**src/sv/fcna_pkg.sv**
```systemverilog
package fcna_pkg;

    localparam int LEN_BITS_DEF = 10;
    localparam int VALUE_W      = 10;
    localparam int BYTE_W       = 8;
    localparam int NIB_W        = 4;
    localparam int CRC_W        = 16;

    localparam logic [CRC_W-1:0] CRC_POLY = 16'h1021;
    localparam logic [CRC_W-1:0] CRC_INIT = 16'h0000;

    typedef enum logic [1:0] {
        OP_FRAME_START  = 2'd0,
        OP_PAYLOAD_BYTE = 2'd1,
        OP_DATA_NIBBLE  = 2'd2
    } op_t;

    // core -> output sequencer
    typedef struct packed {
        logic             valid;
        logic [NIB_W-1:0] nib;
        logic             append;
        logic [CRC_W-1:0] crc;
    } result_t;

    // output sequencer -> top
    typedef struct packed {
        logic buf_free;
        logic crc_pending;
    } out_status_t;

    // one byte, MSB first
    function automatic logic [CRC_W-1:0] crc16_feed_byte(
        input logic [CRC_W-1:0]  crc_in,
        input logic [BYTE_W-1:0] byte_in
    );
        logic [CRC_W-1:0]  c;
        logic [BYTE_W-1:0] b;
        logic              fb;
        c = crc_in;
        b = byte_in;
        for (int k = 0; k < BYTE_W; k++)
        begin
            fb = c[CRC_W-1] ^ b[BYTE_W-1];
            c  = {c[CRC_W-2:0], 1'b0};
            if (fb)
            begin
                c = c ^ CRC_POLY;
            end
            b = {b[BYTE_W-2:0], 1'b0};
        end
        return c;
    endfunction

endpackage

```
**src/sv/fcna_core.sv**
```systemverilog
module fcna_core #(
    parameter int LEN_BITS = fcna_pkg::LEN_BITS_DEF
) (
    input  logic                         clk,
    input  logic                         rst_n,
    input  logic                         fire,
    input  logic [1:0]                   op,
    input  logic [fcna_pkg::VALUE_W-1:0] value,
    input  logic                         crc_enable,
    output fcna_pkg::result_t            res
);

    logic [fcna_pkg::CRC_W-1:0]  crc_reg,   crc_next;
    logic [fcna_pkg::BYTE_W-1:0] held0_reg, held0_next;
    logic [fcna_pkg::BYTE_W-1:0] held1_reg, held1_next;
    logic [1:0]                  hcnt_reg,  hcnt_next;
    logic [LEN_BITS-1:0]         flen_reg,  flen_next;
    logic [LEN_BITS-1:0]         ncnt_reg,  ncnt_next;
    logic [LEN_BITS-1:0]         ncnt_inc;

    assign ncnt_inc = ncnt_reg + LEN_BITS'(1);

    always_comb
    begin
        crc_next   = crc_reg;
        held0_next = held0_reg;
        held1_next = held1_reg;
        hcnt_next  = hcnt_reg;
        flen_next  = flen_reg;
        ncnt_next  = ncnt_reg;
        res        = '0;
        if (fire)
        begin
            unique case (op)
                fcna_pkg::OP_FRAME_START:
                begin
                    crc_next   = fcna_pkg::CRC_INIT;
                    held0_next = '0;
                    held1_next = '0;
                    hcnt_next  = 2'd0;
                    flen_next  = LEN_BITS'(value);
                    ncnt_next  = '0;
                end
                fcna_pkg::OP_PAYLOAD_BYTE:
                begin
                    if (hcnt_reg[1])
                    begin
                        crc_next = fcna_pkg::crc16_feed_byte(crc_reg, held0_reg);
                    end
                    held0_next = held1_reg;
                    held1_next = value[fcna_pkg::BYTE_W-1:0];
                    if (!hcnt_reg[1])
                    begin
                        hcnt_next = hcnt_reg + 2'd1;
                    end
                end
                fcna_pkg::OP_DATA_NIBBLE:
                begin
                    ncnt_next = ncnt_inc;
                    res.valid = 1'b1;
                    res.nib   = value[fcna_pkg::NIB_W-1:0];
                    if (crc_enable && (ncnt_inc == flen_reg))
                    begin
                        res.append = 1'b1;
                        res.crc    = crc_reg ^ {held0_reg, held1_reg};
                        crc_next   = fcna_pkg::CRC_INIT;
                        held0_next = '0;
                        held1_next = '0;
                        hcnt_next  = 2'd0;
                    end
                end
                default:
                begin
                end
            endcase
        end
    end

    always_ff @(posedge clk or negedge rst_n)
    begin
        if (!rst_n)
        begin
            crc_reg   <= fcna_pkg::CRC_INIT;
            held0_reg <= '0;
            held1_reg <= '0;
            hcnt_reg  <= 2'd0;
            flen_reg  <= '0;
            ncnt_reg  <= '0;
        end
        else
        begin
            crc_reg   <= crc_next;
            held0_reg <= held0_next;
            held1_reg <= held1_next;
            hcnt_reg  <= hcnt_next;
            flen_reg  <= flen_next;
            ncnt_reg  <= ncnt_next;
        end
    end

endmodule

```
**src/sv/fcna_out.sv**
```systemverilog
module fcna_out (
    input  logic                          clk,
    input  logic                          rst_n,
    input  fcna_pkg::result_t             res,
    input  logic                          out_stall,
    output logic                          out_valid,
    output logic [fcna_pkg::NIB_W-1:0]    nibble,
    output logic                          is_crc,
    output logic                          last,
    output fcna_pkg::out_status_t         status
);

    logic                        valid_reg, valid_next;
    logic [fcna_pkg::NIB_W-1:0]  nib_reg,   nib_next;
    logic                        crc_reg,   crc_next;
    logic                        last_reg,  last_next;
    logic [fcna_pkg::CRC_W-1:0]  sh_reg,    sh_next;
    logic [2:0]                  left_reg,  left_next;
    logic                        beat;

    assign beat            = valid_reg && !out_stall;
    assign status.buf_free = !valid_reg || (beat && (left_reg == 3'd0));
    assign status.crc_pending = (left_reg != 3'd0);

    always_comb
    begin
        valid_next = valid_reg;
        nib_next   = nib_reg;
        crc_next   = crc_reg;
        last_next  = last_reg;
        sh_next    = sh_reg;
        left_next  = left_reg;
        if (beat)
        begin
            if (left_reg != 3'd0)
            begin
                nib_next  = sh_reg[fcna_pkg::NIB_W-1:0];
                sh_next   = sh_reg >> fcna_pkg::NIB_W;
                crc_next  = 1'b1;
                last_next = (left_reg == 3'd1);
                left_next = left_reg - 3'd1;
            end
            else
            begin
                valid_next = 1'b0;
            end
        end
        if (res.valid)
        begin
            valid_next = 1'b1;
            nib_next   = res.nib;
            crc_next   = 1'b0;
            last_next  = !res.append;
            sh_next    = res.crc;
            left_next  = res.append ? 3'd4 : 3'd0;
        end
    end

    always_ff @(posedge clk or negedge rst_n)
    begin
        if (!rst_n)
        begin
            valid_reg <= 1'b0;
            left_reg  <= 3'd0;
        end
        else
        begin
            valid_reg <= valid_next;
            left_reg  <= left_next;
        end
    end

    always_ff @(posedge clk)
    begin
        nib_reg  <= nib_next;
        crc_reg  <= crc_next;
        last_reg <= last_next;
        sh_reg   <= sh_next;
    end

    assign out_valid = valid_reg;
    assign nibble    = nib_reg;
    assign is_crc    = crc_reg;
    assign last      = last_reg;

endmodule

```
**src/sv/frame_crc16_nibble_appender_top.sv**
```systemverilog
// Frame CRC-16 nibble appender.
// Input channel (in_valid/in_stall, op, value): frame start loads the length
// in nibbles, payload bytes feed a CRC-16 (poly 0x1021, init 0) two bytes
// behind, data nibbles pass through. Output channel (out_valid/out_stall,
// nibble, is_crc, last): one beat per data nibble; when the nibble count hits
// the frame length with crc_enable set, four CRC nibbles follow, lowest
// first, last on the final one.
// Config channel (cfg_valid/cfg_ready, cfg_data): crc_enable, always ready,
// write only while idle.
// An input beat reaches the output through the input register, then the result
// register. Throughput: one item per cycle while nothing stalls; an item that
// appends CRC holds the output for five beats, during which a following
// data nibble waits in the input register; frame-start and payload-byte
// items still pass.
// Reset: frame state cleared, crc_enable set, both channels empty.
// Output stall: output beat held; input stalls once the input register
// holds a data nibble that cannot enter the result register.
module frame_crc16_nibble_appender_top #(
    parameter int LEN_BITS = fcna_pkg::LEN_BITS_DEF
) (
    input  logic                         clk,
    input  logic                         rst_n,
    input  logic                         in_valid,
    output logic                         in_stall,
    input  logic [1:0]                   op,
    input  logic [fcna_pkg::VALUE_W-1:0] value,
    output logic                         out_valid,
    input  logic                         out_stall,
    output logic [fcna_pkg::NIB_W-1:0]   nibble,
    output logic                         is_crc,
    output logic                         last,
    input  logic                         cfg_valid,
    output logic                         cfg_ready,
    input  logic                         cfg_data
);

    logic                         ival_reg, ival_next;
    logic [1:0]                   iop_reg;
    logic [fcna_pkg::VALUE_W-1:0] ivalue_reg;
    logic                         crc_en_reg;
    logic                         fire;
    logic                         accept;
    fcna_pkg::result_t            res;
    fcna_pkg::out_status_t        ostat;

    assign fire = ival_reg &&
                  (ostat.buf_free || (iop_reg != fcna_pkg::OP_DATA_NIBBLE));
    assign in_stall  = ival_reg && !fire;
    assign accept    = in_valid && !in_stall;
    assign cfg_ready = 1'b1;

    always_comb
    begin
        ival_next = ival_reg;
        if (accept)
        begin
            ival_next = 1'b1;
        end
        else if (fire)
        begin
            ival_next = 1'b0;
        end
    end

    always_ff @(posedge clk or negedge rst_n)
    begin
        if (!rst_n)
        begin
            ival_reg   <= 1'b0;
            crc_en_reg <= 1'b1;
        end
        else
        begin
            ival_reg <= ival_next;
            if (cfg_valid && cfg_ready)
            begin
                crc_en_reg <= cfg_data;
            end
        end
    end

    always_ff @(posedge clk)
    begin
        if (accept)
        begin
            iop_reg    <= op;
            ivalue_reg <= value;
        end
    end

    fcna_core #(
        .LEN_BITS (LEN_BITS)
    ) u_core (
        .clk        (clk),
        .rst_n      (rst_n),
        .fire       (fire),
        .op         (iop_reg),
        .value      (ivalue_reg),
        .crc_enable (crc_en_reg),
        .res        (res)
    );

    fcna_out u_out (
        .clk       (clk),
        .rst_n     (rst_n),
        .res       (res),
        .out_stall (out_stall),
        .out_valid (out_valid),
        .nibble    (nibble),
        .is_crc    (is_crc),
        .last      (last),
        .status    (ostat)
    );

`ifndef SYNTHESIS
    a_res_into_free_buf: assert property (@(posedge clk) disable iff (!rst_n)
        res.valid |-> ostat.buf_free)
        else $error("result produced while output buffer busy");

    a_burst_continues: assert property (@(posedge clk) disable iff (!rst_n)
        (out_valid && !out_stall && !last) |=> out_valid)
        else $error("gap inside a CRC burst");

    a_crc_follows_crc: assert property (@(posedge clk) disable iff (!rst_n)
        (out_valid && is_crc && !last && !out_stall) |=> (out_valid && is_crc))
        else $error("CRC burst cut short");

    a_last_no_pending: assert property (@(posedge clk) disable iff (!rst_n)
        (out_valid && last) |-> !ostat.crc_pending)
        else $error("last beat with CRC nibbles still pending");
`endif

endmodule

```
**config.mk**
```make
export PLATFORM = sky130hd
export DESIGN_NAME = frame_crc16_nibble_appender_top
export DESIGN_NICKNAME = d
export VERILOG_FILES = /design/src/sv/fcna_pkg.sv /design/src/sv/fcna_core.sv /design/src/sv/fcna_out.sv /design/src/sv/frame_crc16_nibble_appender_top.sv
export SDC_FILE = /design/constraint.sdc
export NUM_CORES = 1
export LEC_CHECK = 0
export BUFFER_PORTS_ARGS = -buffer_cell sky130_fd_sc_hd__buf_2
export CORE_MARGIN = 2
export CORE_UTILIZATION = 55
export CTS_CLUSTER_SIZE = 30
export DETAILED_ROUTE_END_ITERATION = 12
export PLACE_DENSITY = 0.73
export SLEW_MARGIN = 20
export SYNTH_ARGS = -nofsm -noshare
export SYNTH_HDL_FRONTEND = slang
export SYNTH_SLANG_ARGS = --single-unit
```
**constraint.sdc**
```tcl
create_clock -name clk -period 2.7 [get_ports clk]
set_input_delay 0.27 -clock clk [delete_from_list [all_inputs] [get_ports clk]]
set_output_delay 0.27 -clock clk [all_outputs]
set_load 0.02 [all_outputs]
```
==> summary.txt, run 1 <==
Clock tree
  • Max Root-Sink Buffers: 2
  • PostCTS Resize Cnt: 0
  • Reg clk slew, reported paths: 90 ps
  • CTS Buf Count: 9
  • CTS tree: done
  • Post-CTS Setup Bufs: 0
  • Root Driver: clkbuf_8
  • Clk_lat worst skew: ~360 ps
  • Clk sink count: 94
  • H-tree Lvls: 3
  • CTS Hold Bufs: 0

Setup path
  • R2R Path Start: u_core.ncnt_reg[0]$_DFFE_PN0P_
  • Crit path largest cell delay: approximately 500 ps
  • CP arrival: approximately 2700 ps
  • CP required: approximately 3000 ps
  • R2R depth: 7
  • Cells along the critical path: ha_1 -> and3_1 -> xnor3_1 -> o21ai_0 -> and4b_4 -> a31oi_4 -> a22o_2
  • Reg2reg end: u_core.held1_reg[7]$_DFFE_PN0P_
  • Flop2flop setup slack: a little over 300 ps
  • CP bufs+invs: 0
  • Top Family by Delay on Critical Path: compound AO/OA/AOI/OAI gates
  • CP max stage cell: dfrtp_1
  • Kind of critical path: flop to flop
  • CP Capture Type: flop
  • Startpoint types: flop
  • Worst-path maximum fanout: 16

Global route
  • First-pass GRT wire length: around 15 mm
  • Initial antenna violation count: 0
  • Vias in the first global route: 3,002
  • Largest net degree at the start of global routing: ~60
  • Congestion Overflow GR: 0
  • Total track usage: 22.6%

Yosys
  • Mapped Cells: about 410
  • Sequential share of the synthesized area: 55.3%
  • Synth top area cells: dfrtp_1, edfxtp_1, xnor2_1, nand2_1, o21ai_0
  • Post-synth top cells: nand2_1, dfrtp_1, xnor2_1
  • Post-synth top area cell: dfrtp_1
  • Area share of the largest cell type after synthesis: 32.5%
  • Post-Syn Area per Cell: roughly 11 µm²
  • Top_reg_cell synth: dfrtp_1
  • Synth async-reset ratio: between 60 and 70%
  • Synthesized cell area: around 4500 µm²
  • Seq cells post-synth: 94
  • Post-synth EDFFs: 33
  • Synth warn: 0
  • Count leader, synth: nand2_1
  • Distinct cell type count after synthesis: 55
  • Syn nets: roughly 430

Power and ir drop
  • Worst-case vdd ir drop: around 0.00037 V
  • Sw frac: 35.5%
  • Gate power share: 33.6%
  • P_leak: 2.03 nW
  • Clk pwr share: approximately a fifth
  • Pwr Density: ~990 nW/µm²
  • Pint: 3.20 mW
  • NetSw: about 1.8 mW
  • Sequential Power Share: 46.0%
  • Total power: between 4 and 5 mW

Placement
  • Placed Cells incl. Taps: 529
  • Cell Area, Placed: about 4800 µm²
  • DP HPWL: approximately 6.3 mm
  • Routability cong.: approximately 0.85
  • Input/output buffers: 25

Route
  • Antenna Nets Post-Route: 0
  • Drt drc: 0
  • Via Count: roughly 3,100
  • DR iter-0 viols: approximately 200
  • WL per Instance: approximately 17 µm
  • Vias/cell: roughly 5.7
  • Routed WL: 9.33 mm
  • 1st-pass router iterations: 5

Cells and area
  • Area grow syn2layout: 10.3%
  • Layout cell share with drive strength beyond 1: 20.9%
  • Post-Layout Inst Area: around 5000 µm²
  • Cell Count, Final, Fillers Out: 545
  • Nets: 457
  • N_diodes: 0

Timing
  • Achievable frequency: ~420 MHz
  • Final setup viols: 0
  • Worst slew pin tran: ~900 ps
  • Slew Limit Fails: 0
  • Slew margin rel.: 40.5%
  • RSZ-0062 raised after global routing: false
  • Fin crit share: approximately nine tenths
  • Final Skew: 8.91 ps
  • Fin. Hold Viols: 0
  • TNS Setup: 0 ps
  • Tmin final: roughly 2400 ps

Floorplanning
  • Num rows: 33
  • Die Ht: 95.0 µm
  • Initial core utilization: a little under three fifths
  • Die Wd: 95.0 µm
  • DIE AREA: ~9000 µm²
  • Num ports: 27
  • CORE AREA: 8130 µm²

Job
  • Total of max-cap violations: 0

Worst hold path
  • Worst min-delay path class: input pin to async pin

Status
  • Status: completed
## how the worst max path moves through the flow
stage,startpoint,depth (start not counted),to
6_report,u_core.ncnt_reg[0]$_DFFE_PN0P_,7,u_core.held1_reg[7]$_DFFE_PN0P_
5_1_grt,u_core.ncnt_reg[0]$_DFFE_PN0P_,7,u_core.held0_reg[4]$_DFFE_PN0P_
4_1_cts,u_core.ncnt_reg[0]$_DFFE_PN0P_,7,u_core.held0_reg[7]$_DFFE_PN0P_
3_5_place_dp,u_core.ncnt_reg[0]$_DFFE_PN0P_,7,u_core.held1_reg[7]$_DFFE_PN0P_
3_3_place_gp,u_core.ncnt_reg[0]$_DFFE_PN0P_,7,u_core.held1_reg[5]$_DFFE_PN0P_
2_1_floorplan,u_out.left_reg[0]$_DFFE_PN0P_,6,iop_reg[0]$_DFFE_PP_
## logic make-up after synthesis
kind of cell	Yosys count	share of synthesized area [%]
other	1	0.0824
adders and majority gates	4	1.10
muxes	11	2.72
xor gates and xnor gates	50	9.93
AOI/OAI and AO/OA	105	16.4
buffers and inverters	27	2.86
and+or+nand+nor	114	11.7
DFF	94	55.3
## final cells by class
class                           count  area (µm²)
Clock buffer                       10         128
Clock inverter                      6        86.3
Fill cell                         657        3120
Inverter                            8        30.0
Multi-Input combinational cell    285        1910
Sequential cell                    94        2510
Tap cell                          105         131
Timing Repair Buffer               37         215
## layer usage
metal  share of wire [%]  vias to the layer above  routed length (µm)  global-route usage (%)
met3                 4.6                       17                 431                    3.43
li1                    -                     1494                   -                       -
met4                 1.7                        0                 154                    8.45
met2                  45                       82                4210                    33.6
met5                   0                        -                   0                       0
met1                  49                     1526                4530                    33.6
## cells in the final DEF (no fill, tap or decap), types with 3 or more instances in the layout
cell / synthesis / layout
mux2_2: 11 / 11
a31oi_1: 3 / 3
xor2_1: 12 / 12
buf_4: 3 / 12
buf_2: 2 / 25
a211oi_1: 5 / 5
a22o_1: 13 / 13
o31ai_2: 6 / 6
inv_1: 8 / 8
ha_1: 4 / 4
o31ai_1: 9 / 9
xnor2_1: 37 / 37
nand3_1: 3 / 3
dfrtp_1: 59 / 59
nand2_1: 60 / 60
nor2b_1: 4 / 4
edfxtp_1: 33 / 33
nor2_1: 22 / 22
a22o_2: 6 / 6
clkbuf_8: 0 / 9
a21oi_1: 24 / 24
nor3_1: 8 / 7
o21ai_0: 28 / 28
## power by group through the flow
stage	registers, mW	logic (mW)	clock network [mW]
2_1_floorplan	2.25	1.27	0
3_3_place_gp	2.28	1.58	0
3_5_place_dp	2.30	1.64	0
4_1_cts	2.27	1.65	1.02
5_1_grt	2.33	1.83	1.09
6_report	2.28	1.66	1.01
## worst reg2reg max path: cells and delay by family (launching register included)
| family | cells | cell delay (ps) |
|---|---|---|
| AO/OA/AOI/OAI | 3 | 810 |
| AND/OR/NAND/NOR | 2 | 520 |
| flip-flops | 1 | 490 |
| adder cells (fa/ha/maj) | 1 | 310 |
| XOR/XNOR | 1 | 210 |
## through the flow
stage / util (%) / setup slack, ps / hold slack [ps]
after floorplan: - / 363 / -25.6
after global placement: 59.0 / 217 / 444
after detailed placement: 59.0 / 153 / 449
after CTS: 61.6 / 143 / 71.8
after global routing: 61.7 / 107 / 62.0
final: 61.7 / 304 / 71.2
(Power assumes the default switching activity.)
==> inputs of run 2 (changes only) <==
Settings changed: CELL_PAD_IN_SITES_DETAIL_PLACEMENT from default to 0, CELL_PAD_IN_SITES_GLOBAL_PLACEMENT from default to 1, CORE_UTILIZATION 55 to 49, PLACE_DENSITY 0.73 to default, PLACE_DENSITY_LB_ADDON from default to 0.1.
Clock period 2.7 ns to 2.55 ns, I/O delays scaled along.
==> summary.txt, run 2 (synthesis results as in run 1) <==
Status
  • Status: complete, but fails checks
  • Failing checks: negative hold slack

Timing
  • Final Skew: 12.4 ps (+3.46 ps)
  • Achievable frequency: 423 MHz (+1.4%)
  • Worst slew pin tran: 881 ps (-9.99 ps)
  • Slew Limit Fails: 0 (unchanged)
  • RSZ-0062 raised after global routing: false
  • TNS Setup: 0 ps (unchanged)
  • Setup WS post-layout: 186 ps (-118 ps)
  • Final Hold Slack: -6.57 ps (-77.7 ps)
  • Final setup viols: 0 (unchanged)
  • Fin crit share: 92.7% (+4.0 points)
  • Tmin final: 2360 ps (-31.9 ps)
  • Slew margin rel.: 41.3% (+0.79 points)
  • Fin. Hold Viols: 7 (+7)

Cells and area
  • Area grow syn2layout: 11.4%
  • N_diodes: 0 (unchanged)
  • Fill cell count: 820 (+25%)
  • Cell Count, Final, Fillers Out: 560 (+2.8%)
  • Post-Layout Inst Area: 5070 µm² (+1.0%)
  • Layout cell share with drive strength beyond 1: 22.3% (+1.4 points)
  • Most frequent cells in the layout: nand2_1, dfrtp_1, xnor2_1, edfxtp_1, o21ai_0
  • Core Util, Final: 55.6% (-6.1 points)
  • Most common cell after layout, fill and taps aside: nand2_1
  • Nets: 466 (+2.0%)

Global route
  • Initial antenna violation count: 0 (unchanged)
  • Largest net degree at the start of global routing: 38 (-38%)
  • First-pass GRT wire length: 16.1 mm (+5.4%)
  • Congestion Overflow GR: 0 (unchanged)
  • Vias in the first global route: 2,955 (-1.6%)
  • Total track usage: 21.0% (-1.6 points)

Setup path
  • CP Capture Type: flop
  • CP arrival: 2610 ps (-80 ps)
  • Top Family by Delay on Critical Path: simple AND/OR/NAND/NOR gates
  • Crit path largest cell delay: 470 ps (-20 ps)
  • CP required: 2800 ps (-200 ps)
  • Worst-path maximum fanout: 16 (unchanged)
  • Startpoint types: flop
  • CP max stage cell: dfrtp_1
  • Kind of critical path: flop to flop
  • Cells along the critical path: ha_1 -> xnor2_1 -> nand3_1 -> nor3_1 -> and4b_4 -> a31oi_4 -> buf_12 -> a22o_2
  • CP bufs+invs: 1 (+1)

Placement
  • DP HPWL: 6.77 mm (+7.4%)
  • Input/output buffers: 25 (unchanged)
  • Placed Cells incl. Taps: 544 (+2.8%)
  • Routability cong.: 0.834 (-2.0%)
  • Dpl ws: 226 ps (+72.6 ps)
  • Cell Area, Placed: 4900 µm² (+2.0%)

Route
  • Drt drc: 0 (unchanged)
  • Via Count: 3,095 (-0.77%)
  • Met3 Wirelength: 384 µm (-11%)
  • WL per Instance: 17.3 µm (+1.2%)
  • Metal-1 WL: 5.01 mm (+11%)
  • Vias/cell: 5.53 (-3.4%)
  • WL met2: 4.14 mm (-1.7%)
  • 1st-pass router iterations: 5 (unchanged)
  • Antenna Nets Post-Route: 0 (unchanged)
  • Routed WL: 9.69 mm (+3.9%)
  • Top layer in use: met4
  • DR iter-0 viols: 183 (-9.4%)

Clock tree
  • Reg clk slew, reported paths: 100 ps (about the same)
  • PostCTS Resize Cnt: 0 (unchanged)
  • CTS Hold Bufs: 0 (unchanged)
  • Root Driver: clkbuf_8
  • Max Root-Sink Buffers: 2 (unchanged)
  • Clk_lat worst skew: 360 ps (about the same)
  • Post-CTS Setup Bufs: 0 (unchanged)
  • CTS Buf Count: 9 (unchanged)
  • CTS tree: done
  • H-tree Lvls: 3 (unchanged)
  • Clk sink count: 94 (unchanged)

Worst hold path
  • Worst min-delay path class: input pin to async pin

Floorplanning
  • Die Wd: 100 µm (+5.7%)
  • Num ports: 27 (unchanged)
  • Initial core utilization: 49.9% (-6.0 points)
  • Num rows: 35 (+6.1%)
  • Die Ht: 100 µm (+5.7%)
  • CORE AREA: 9110 µm² (+12%)
  • DIE AREA: 10,100 µm² (+12%)

Power and ir drop
  • Clk pwr share: 17.7% (-2.7 points)
  • Gate power share: 35.9% (+2.3 points)
  • Sequential Power Share: 46.4% (+0.4 points)
  • Pwr Density: 1020 nW/µm² (+3.3%)
  • Worst-case vdd ir drop: 0.000494 V (+32%)
  • Sw frac: 37.1% (+1.6 points)
  • NetSw: 1.92 mW (+9.1%)
  • Total power: 5.17 mW (+4.3%)
  • P_leak: 2.06 nW (+1.4%)
  • Pint: 3.25 mW (+1.7%)

Job
  • Total of max-cap violations: 0 (unchanged)
[run 2: cell types whose count changed in the layout (fill, tap and decap cells not counted), sizes merged]
cell	before	now
clkbuf	10	9
bufinv	2	0
clkinvlp	1	2
buf	37	46
inv	8	10
[run 2: power groups by stage]
stage	Clock, mW	Sequential, mW	Combinational (mW)
detailed placement	0	2.43	1.84
finish	0.917	2.40	1.85
CTS	0.948	2.40	1.86
floorplan	0	2.38	1.34
global route	0.998	2.46	2.06
global placement	0	2.42	1.82
[run 2: final timing paths]
kind,start,cells after the start,slack [ps],endpoint
setup reg to reg,u_core.ncnt_reg[0]$_DFFE_PN0P_,8,190,u_core.held1_reg[7]$_DFFE_PN0P_
hold / removal,rst_n,1,-7,u_core.flen_reg[1]$_DFFE_PN0P_
setup / recovery,u_core.ncnt_reg[0]$_DFFE_PN0P_,8,190,u_core.held1_reg[7]$_DFFE_PN0P_
hold reg to reg,u_out.is_crc$_SDFFE_PP0P_,2,470,u_out.is_crc$_SDFFE_PP0P_
min in group clk,value[8],1,60,ivalue_reg[8]$_DFFE_PP_
max in group asynchronous,rst_n,2,1800,u_core.held1_reg[5]$_DFFE_PN0P_
[run 2: layout make-up]
type | count | area, µm² | share of cell area (%)
flip-flops and latches | 94 | 2510 | 49.6
clock buffers | 9 | 124 | 2.44
repair buffers | 46 | 308 | 6.07
multi-input cells | 285 | 1910 | 37.6
clock inverters | 7 | 48.8 | 0.963
well taps | 111 | 139 | 2.74
inverters | 8 | 30.0 | 0.592
[run 2: worst register-to-register path: stages, from the launching register on]
cell,delay [ps]
dfrtp_1,470
ha_1,360
xnor2_1,170
nand3_1,100
nor3_1,290
and4b_4,340
a31oi_4,110
buf_12,170
a22o_2,250
[run 2: routing by layer]
| layer | track usage (%) | vias up |
|---|---|---|
| met4 | 7.06 | 0 |
| met3 | 2.99 | 13 |
| li1 | - | 1509 |
| met2 | 29.8 | 62 |
| met5 | 0 | - |
| met1 | 33.1 | 1511 |
